--- src/mlfs_pkg.sv ---
// Shared types and constants for the memory LCD frame serializer.
// No dependencies; imported by every module of the block.
package mlfs_pkg;

    localparam int MAX_LINE_BYTES_DEF = 64;

    localparam int CFG_IDX_W = 3;

    // Register indexes on the configuration channel
    localparam logic [CFG_IDX_W-1:0] CFG_LINE_BYTES     = 3'd0;
    localparam logic [CFG_IDX_W-1:0] CFG_LINE_TOTAL     = 3'd1;
    localparam logic [CFG_IDX_W-1:0] CFG_PASS_THROUGH   = 3'd2;
    localparam logic [CFG_IDX_W-1:0] CFG_WRITE_CMD_BITS = 3'd3;
    localparam logic [CFG_IDX_W-1:0] CFG_VCOM_MASK      = 3'd4;

    localparam logic [6:0] LINE_BYTES_RST     = 7'd50;
    localparam logic [7:0] LINE_TOTAL_RST     = 8'd240;
    localparam logic       PASS_THROUGH_RST   = 1'b0;
    localparam logic [7:0] WRITE_CMD_BITS_RST = 8'h01;
    localparam logic [7:0] VCOM_MASK_RST      = 8'h02;

    localparam logic [7:0] TRAILER_BYTE = 8'h00;

    typedef struct packed {
        logic [6:0] line_bytes;
        logic [7:0] line_total;
        logic       pass_through;
        logic [7:0] write_cmd_bits;
        logic [7:0] vcom_mask;
    } mlfs_cfg_t;

    // Beats that one input byte turns into
    typedef struct packed {
        logic [7:0] cmd_byte;
        logic [7:0] addr_byte;
        logic [7:0] data_byte;
        logic       has_cmd;
        logic       has_addr;
        logic       has_trl;
        logic       has_eof;
    } mlfs_plan_t;

endpackage

--- src/memory_lcd_frame_serializer.sv ---
// Memory LCD frame serializer: frame-buffer bytes in, display SPI byte stream out.
// Depends on mlfs_pkg, mlfs_cfg, mlfs_plan, mlfs_emit.
//
// Usage:
//   s_ channel carries frame-buffer bytes in raster order. Each byte turns into
//   one to five beats on the m_ channel: command byte (start of frame), line
//   address (start of line), the data byte (inverted unless pass-through),
//   a zero trailer (end of line) and a closing zero with m_tuser set (end of
//   frame). m_tlast marks the final beat caused by one input byte.
//   cfg_ channel writes the five registers; it is always ready. Write only
//   while the block is idle.
// Latency: first beat of a byte is on m_tdata the cycle after its accept.
// Throughput: one output beat per cycle while m_tready is high; an input byte
//   has 1 to 5 beats, which the single result register steps through in turn.
//   Mid-line bytes stream at one per cycle while m_tready is high.
// Reset: position counters clear, VCOM starts set, registers take their
//   defaults, no beat pending.
// Stall: a held m_tready freezes the current beat; s_tready drops until the
//   last beat of the pending byte is taken.
module memory_lcd_frame_serializer #(
    parameter int MAX_LINE_BYTES = mlfs_pkg::MAX_LINE_BYTES_DEF
) (
    input  logic                            aclk,
    input  logic                            aresetn,
    input  logic                            s_tvalid,
    output logic                            s_tready,
    input  logic [7:0]                      s_tdata,   // [7:0] pixel_byte
    output logic                            m_tvalid,
    input  logic                            m_tready,
    output logic [7:0]                      m_tdata,   // [7:0] spi_byte
    output logic                            m_tlast,
    output logic                            m_tuser,   // [0] frame_end
    input  logic                            cfg_valid,
    output logic                            cfg_ready,
    input  logic [mlfs_pkg::CFG_IDX_W-1:0]  cfg_index,
    input  logic [7:0]                      cfg_data
);
    import mlfs_pkg::*;

    mlfs_cfg_t  cfg;
    mlfs_plan_t plan;
    logic       free, accept;

    assign s_tready = free;
    assign accept   = s_tvalid && s_tready;

    mlfs_cfg u_cfg (
        .aclk      (aclk),
        .aresetn   (aresetn),
        .cfg_valid (cfg_valid),
        .cfg_ready (cfg_ready),
        .cfg_index (cfg_index),
        .cfg_data  (cfg_data),
        .cfg       (cfg)
    );

    mlfs_plan #(
        .MAX_LINE_BYTES (MAX_LINE_BYTES)
    ) u_plan (
        .aclk       (aclk),
        .aresetn    (aresetn),
        .accept     (accept),
        .pixel_byte (s_tdata),
        .cfg        (cfg),
        .plan       (plan)
    );

    mlfs_emit u_emit (
        .aclk        (aclk),
        .aresetn     (aresetn),
        .load        (accept),
        .plan        (plan),
        .free        (free),
        .m_valid     (m_tvalid),
        .m_ready     (m_tready),
        .m_byte      (m_tdata),
        .m_last      (m_tlast),
        .m_frame_end (m_tuser)
    );

endmodule

--- src/mlfs_cfg.sv ---
// Configuration register file of the memory LCD frame serializer.
// Depends on mlfs_pkg.
module mlfs_cfg (
    input  logic                            aclk,
    input  logic                            aresetn,
    input  logic                            cfg_valid,
    output logic                            cfg_ready,
    input  logic [mlfs_pkg::CFG_IDX_W-1:0]  cfg_index,
    input  logic [7:0]                      cfg_data,
    output mlfs_pkg::mlfs_cfg_t             cfg
);
    import mlfs_pkg::*;

    mlfs_cfg_t cfg_reg;

    assign cfg_ready = 1'b1;
    assign cfg       = cfg_reg;

    always_ff @(posedge aclk) begin
        if (!aresetn) begin
            cfg_reg.line_bytes     <= LINE_BYTES_RST;
            cfg_reg.line_total     <= LINE_TOTAL_RST;
            cfg_reg.pass_through   <= PASS_THROUGH_RST;
            cfg_reg.write_cmd_bits <= WRITE_CMD_BITS_RST;
            cfg_reg.vcom_mask      <= VCOM_MASK_RST;
        end else if (cfg_valid && cfg_ready) begin
            unique case (cfg_index)
                CFG_LINE_BYTES:     cfg_reg.line_bytes     <= cfg_data[6:0];
                CFG_LINE_TOTAL:     cfg_reg.line_total     <= cfg_data;
                CFG_PASS_THROUGH:   cfg_reg.pass_through   <= cfg_data[0];
                CFG_WRITE_CMD_BITS: cfg_reg.write_cmd_bits <= cfg_data;
                CFG_VCOM_MASK:      cfg_reg.vcom_mask      <= cfg_data;
                default: ;
            endcase
        end
    end

endmodule

--- src/mlfs_plan.sv ---
// Line/frame position tracking and beat planning for each accepted byte.
// Depends on mlfs_pkg.
module mlfs_plan #(
    parameter int MAX_LINE_BYTES = mlfs_pkg::MAX_LINE_BYTES_DEF
) (
    input  logic                 aclk,
    input  logic                 aresetn,
    input  logic                 accept,
    input  logic [7:0]           pixel_byte,
    input  mlfs_pkg::mlfs_cfg_t  cfg,
    output mlfs_pkg::mlfs_plan_t plan
);
    import mlfs_pkg::*;

    localparam int LW = $clog2(MAX_LINE_BYTES + 1);
    localparam logic [8:0] MAX_LEN = 9'(MAX_LINE_BYTES);

    logic [LW-1:0] bil_reg, bil_next, bil_inc;
    logic [7:0]    li_reg, li_next, li_inc;
    logic          vcom_reg, vcom_next;

    logic [8:0] lb_ext, eff_len;
    logic [7:0] eff_lines;
    logic       line_start, frame_start, eol, eof;

    always_comb begin
        lb_ext = {2'b00, cfg.line_bytes};
        if (lb_ext == 9'd0)
            eff_len = 9'd1;
        else if (lb_ext > MAX_LEN)
            eff_len = MAX_LEN;
        else
            eff_len = lb_ext;
        eff_lines = (cfg.line_total == 8'd0) ? 8'd1 : cfg.line_total;

        line_start  = (bil_reg == '0);
        frame_start = line_start && (li_reg == 8'd0);
        bil_inc     = bil_reg + 1'b1;
        li_inc      = li_reg + 8'd1;
        // ">=" so a shrunken length or count closes the line/frame right away
        eol = (9'(bil_inc) >= eff_len);
        eof = eol && (li_inc >= eff_lines);

        plan.cmd_byte  = cfg.write_cmd_bits | (vcom_reg ? cfg.vcom_mask : 8'h00);
        plan.addr_byte = li_inc;
        plan.data_byte = cfg.pass_through ? pixel_byte : ~pixel_byte;
        plan.has_cmd   = frame_start;
        plan.has_addr  = line_start;
        plan.has_trl   = eol;
        plan.has_eof   = eof;

        bil_next  = eol ? '0 : bil_inc;
        li_next   = eof ? 8'd0 : (eol ? li_inc : li_reg);
        vcom_next = frame_start ? ~vcom_reg : vcom_reg;
    end

    always_ff @(posedge aclk) begin
        if (!aresetn) begin
            bil_reg  <= '0;
            li_reg   <= 8'd0;
            vcom_reg <= 1'b1;
        end else if (accept) begin
            bil_reg  <= bil_next;
            li_reg   <= li_next;
            vcom_reg <= vcom_next;
        end
    end

endmodule

--- src/mlfs_emit.sv ---
// Result register: holds one byte's beat plan and steps through its beats.
// Depends on mlfs_pkg.
module mlfs_emit (
    input  logic                 aclk,
    input  logic                 aresetn,
    input  logic                 load,
    input  mlfs_pkg::mlfs_plan_t plan,
    output logic                 free,
    output logic                 m_valid,
    input  logic                 m_ready,
    output logic [7:0]           m_byte,
    output logic                 m_last,
    output logic                 m_frame_end
);
    import mlfs_pkg::*;

    typedef enum logic [2:0] {
        PH_CMD,
        PH_ADDR,
        PH_DATA,
        PH_TRL,
        PH_EOF
    } phase_t;

    phase_t     phase_reg, phase_adv, phase_first;
    logic       valid_reg;
    mlfs_plan_t plan_reg;
    logic       beat_last;

    always_comb begin
        phase_adv = PH_DATA;
        beat_last = 1'b0;
        m_byte    = TRAILER_BYTE;
        unique case (phase_reg)
            PH_CMD: begin
                m_byte    = plan_reg.cmd_byte;
                phase_adv = plan_reg.has_addr ? PH_ADDR : PH_DATA;
            end
            PH_ADDR: begin
                m_byte    = plan_reg.addr_byte;
                phase_adv = PH_DATA;
            end
            PH_DATA: begin
                m_byte    = plan_reg.data_byte;
                phase_adv = PH_TRL;
                beat_last = !plan_reg.has_trl;
            end
            PH_TRL: begin
                phase_adv = PH_EOF;
                beat_last = !plan_reg.has_eof;
            end
            PH_EOF: begin
                beat_last = 1'b1;
            end
            default: ;
        endcase

        if (plan.has_cmd)
            phase_first = PH_CMD;
        else if (plan.has_addr)
            phase_first = PH_ADDR;
        else
            phase_first = PH_DATA;
    end

    assign m_valid     = valid_reg;
    assign m_last      = beat_last;
    assign m_frame_end = (phase_reg == PH_EOF);
    // next byte may enter as the final beat of the current one leaves
    assign free        = !valid_reg || (m_ready && beat_last);

    always_ff @(posedge aclk) begin
        if (!aresetn) begin
            valid_reg <= 1'b0;
            phase_reg <= PH_DATA;
        end else if (load) begin
            valid_reg <= 1'b1;
            phase_reg <= phase_first;
            plan_reg  <= plan;
        end else if (valid_reg && m_ready) begin
            if (beat_last)
                valid_reg <= 1'b0;
            else
                phase_reg <= phase_adv;
        end
    end

    a_load_shows: assert property (@(posedge aclk) disable iff (!aresetn)
        load |=> m_valid)
        else $error("loaded plan not presented");

    a_eof_is_last: assert property (@(posedge aclk) disable iff (!aresetn)
        (m_valid && m_frame_end) |-> m_last)
        else $error("frame end beat not last of its byte");

    a_stall_holds: assert property (@(posedge aclk) disable iff (!aresetn)
        (m_valid && !m_ready) |=> (m_valid && $stable(phase_reg) && $stable(m_byte)))
        else $error("beat changed under stall");

    a_no_load_busy: assert property (@(posedge aclk) disable iff (!aresetn)
        load |-> free)
        else $error("plan overwritten while beats pending");

endmodule
--- config.mk ---
export PLATFORM = sky130hd
export DESIGN_NAME = memory_lcd_frame_serializer
export DESIGN_NICKNAME = d
export VERILOG_FILES = /design/src/mlfs_pkg.sv /design/src/memory_lcd_frame_serializer.sv /design/src/mlfs_cfg.sv /design/src/mlfs_plan.sv /design/src/mlfs_emit.sv
export SDC_FILE = /design/constraint.sdc
export NUM_CORES = 1
export LEC_CHECK = 0
export BUFFER_PORTS_ARGS = -buffer_cell sky130_fd_sc_hd__buf_2
export CAP_MARGIN = 20
export CORE_ASPECT_RATIO = 1.4
export CORE_UTILIZATION = 45
export CTS_CLUSTER_SIZE = 24
export DETAILED_ROUTE_END_ITERATION = 6
export GPL_TIMING_DRIVEN = 0
export PLACE_DENSITY = 0.73
export SLEW_MARGIN = 20
export SYNTH_ARGS = -nofsm -noshare
export SYNTH_HDL_FRONTEND = slang
export SYNTH_SLANG_ARGS = --single-unit
--- constraint.sdc ---
create_clock -name aclk -period 2.7 [get_ports aclk]
set_input_delay 0.405 -clock aclk [delete_from_list [all_inputs] [get_ports aclk]]
set_output_delay 0.405 -clock aclk [all_outputs]
set_load 0.01 [all_outputs]
==> impl_metrics.yaml <==
outcome:
  status: "finished, final reports clean"
cts:
  cts_buffer_depth: 2
  htree_num_levels: 3
  cts_tree: "yes"
  cts_hold_buffers: 0
  clock_latency_ns: 0.34
  clock-sinks: 79
  root_buffer: "clkbuf_16"
  clk_pin_slew_worst_paths_ns: 0.06
  cts_made_buffers: 9
routing:
  totalWireLength_um: 9090
  drc: 0
  vias_per_cell: 5.51
  via_count: 3316
  first_iter_violations: 162
  dr.pass1.iters: 5
  wl_per_cell_um: 15.1
  ant_nets: 0
setup_path:
  max_stage_delay_ns: 0.37
  worst-setup-path-type: "register to register"
  worst_setup_path_end_kind: "register"
  r2r-end: "u_plan.bil_reg[4]"
  path_max_fanout: 10
  crit_chain: "ha_2 -> nand3_2 -> xnor2_1 -> ha_1 -> a21o_1 -> a211o_1 -> a41oi_4 -> or2_4 -> buf_4 -> a21oi_1 -> o22ai_1"
  startpoint: "u_plan.bil_reg[0]"
  cp.arrival_ns: 2.86
  r2r_cells: 11
  slowest_stage: "dfxtp_2"
  worst_setup_path_start_kind: "register"
  cp_data_required_time_ns: 2.97
  r2r-start: "u_plan.bil_reg[0]"
  cpLargestDelayFamily: "compound AO/OA/AOI/OAI gates"
  endpoint: "u_plan.bil_reg[4]"
  critical_path_buf_inv_count: 1
  rrSetupSlack_ns: 0.11
  cp_num_cells: 11
grt:
  grt_max_degree: 29
  grt_pass1_vias: 3212
  grt_overflow: 0
  grt_pass1_wl_um: 14500
  grt_antenna_before_repair: 0
  track_usage_pct: 21.2
timing:
  fin_crit_ns: 2.59
  final_max_slew_viol_count: 0
  fin_worst_skew_ns: 0.00511
  slew_headroom_pct: 51.6
  worst_slew_pin_slew_ns: 0.724
  hold_ws_ns: 0.335
  finalHoldViolCount: 0
  period_share_pct: 95.9
  fmax_mhz: 386
  setup_viol: 0
synth:
  synth_top_area_share_pct: 26.3
  synth_most_common_cell: "nand2_1"
  ys.flop_type: "dfxtp_1"
  synthCells: 444
  syn_nets: 487
  yosys-top-cells-count: "90 x nand2_1, 52 x dfxtp_1, 43 x a21oi_1"
  yosysTopAreaCell: "dfxtp_1"
  ys_ff_latch: 79
  synth_area_mm2: 0.00396
  yosys_warnings: 0
  synth_async_sr_flop_share_pct: 0
  avgSynthCellArea_um2: 8.91
  yosysSeqAreaShare_pct: 46.8
  netlist_top_cells_area: "dfxtp_1 26%, edfxtp_1 20%, nand2_1 8.5%"
  synth_edf_count: 27
  synth_cell_types: 56
pwr:
  internal_power_mw: 2.20
  swShare_pct: 24.5
  power_frac_seq_pct: 44.3
  peakVddDrop_mv: 0.349
  power.clock.fraction_pct: 45.3
  power_density_mw_per_mm2: 620
  p_leak_nw: 1.93
  combPwrFrac_pct: 10.4
  p_sw_mw: 0.715
die:
  die_area_mm2: 0.00917
  die_y_um: 113
  coreArea_mm2: 0.00856
  die_width_um: 81.2
  num_io_pins: 37
  start_util_pct: 46.2
  num_rows: 40
final_layout:
  largest_reg_flops: 32
  multiInputGateArea_mm2: 0.00204
  design_area_mm2: 0.00471
  num-fill-cells: 733
  nets: 535
  drive_above_1_share_pct: 17.5
  fin_cells: 602
  final_util_pct: 55.0
  register_area_mm2: 0.00186
  syn2layout_area_growth_pct: 19.1
  n_antenna_cell: 0
placed_design:
  dp.cells: 584
  gp_congestion: 0.864
  dp_hpwl_um: 6520
  place_area_mm2: 0.00427
  port_buffers: 35
flow_run:
  cap_violations: 0
worst_hold_path:
  hold_path_class: "input pin to register"
## power groups by stage
stage               combinational (mW)  sequential (mW)  clock [mW]
detailed placement               0.297             1.32           0
CTS                              0.302             1.29        1.33
finish                           0.303             1.29        1.32
global route                     0.336             1.30        1.38
global placement                 0.290             1.32           0
floorplan                        0.196             1.31           0
## final cells by class
class	instances	area share, %
inverters	19	1.51
plain buffers	19	1.78
flip-flops and latches	79	39.5
clock buffers	9	4.78
well taps	105	2.79
repair buffers	37	4.04
clock inverters	7	2.15
multi-input cells	327	43.4
## worst min-delay path, stage by stage
cell	delay, ns
buf_2	0.12
nand2_1	0.06
nand3_1	0.07
## worst min-delay path by stage
stage	from	endpoint	slack, ns	depth (start not counted)
after detailed placement	u_cfg.cfg[6]	u_cfg.cfg[6]	0.45	2
after CTS	cfg_data[1]	u_cfg.cfg[1]	0.33	3
after floorplan	u_cfg.cfg[25]	u_cfg.cfg[25]	0.44	2
final	cfg_data[1]	u_cfg.cfg[1]	0.33	3
after global placement	u_cfg.cfg[3]	u_cfg.cfg[3]	0.44	2
after global routing	cfg_data[2]	u_cfg.cfg[10]	0.35	3
## metrics by stage
stage	power, mW	TNS, ns	setup slack (ns)
after floorplan	1.51	0	0.184
after global placement	1.61	-0.528	-0.0635
after detailed placement	1.62	-1.22	-0.118
after CTS	2.93	0	0.00495
after global routing	3.01	-0.0227	-0.0195
final	2.92	0	0.111
## per-layer routing
metal | GRT usage [%] | wire, µm | share of wire [%] | vias up
met5 | 0 | 0 | 0 | -
met4 | 12.5 | 356 | 3.9 | 0
met3 | 4.03 | 366 | 4.0 | 32
met2 | 38.1 | 4840 | 53 | 93
met1 | 22.4 | 3520 | 39 | 1555
li1 | - | - | - | 1636
## cells by family (layout without fill, tap and decap cells)
group           Yosys count  count (layout)  synth area share (%)
buf+inv                  38              91                  3.86
compound gates           94              94                  15.7
simple gates            182             182                  20.3
other cells               1               1                0.0948
fa+ha+maj                19              19                  6.01
flops                    79              79                  46.8
xor+xnor                 20              20                  4.43
mux                      11              11                  2.82
## layout by cell type (no fill, tap or decap), drive strengths merged, types with 2 or more instances in the layout
master	Yosys	layout
nand3b	3	3
ha	19	19
o211ai	5	5
a41o	2	2
nor3	5	5
dfxtp	52	52
mux2i	10	10
xnor2	15	15
bufinv	0	2
a21oi	44	44
clkinvlp	0	2
inv	19	22
nor4	2	2
o21bai	2	2
o21ai	8	8
o311ai	2	2
buf	5	42
and3	2	2
nand3	19	19
or2	2	2
nor2b	2	2
and2	2	2
xor2	5	5
or3	4	4
a221o	2	2
nor2	41	41
edfxtp	27	27
a21o	10	10
nand2b	4	4
clkbuf	14	23
o21a	2	2
o31a	2	2
nand2	91	91
o22ai	6	6
## what timing repair did
action,CTS,global route
endpoints found under the setup margin,13,15
resized for setup,11,15
pin swaps,0,2
buffers inserted,1,1
No activity file was read; power rests on OpenSTA's default activity.
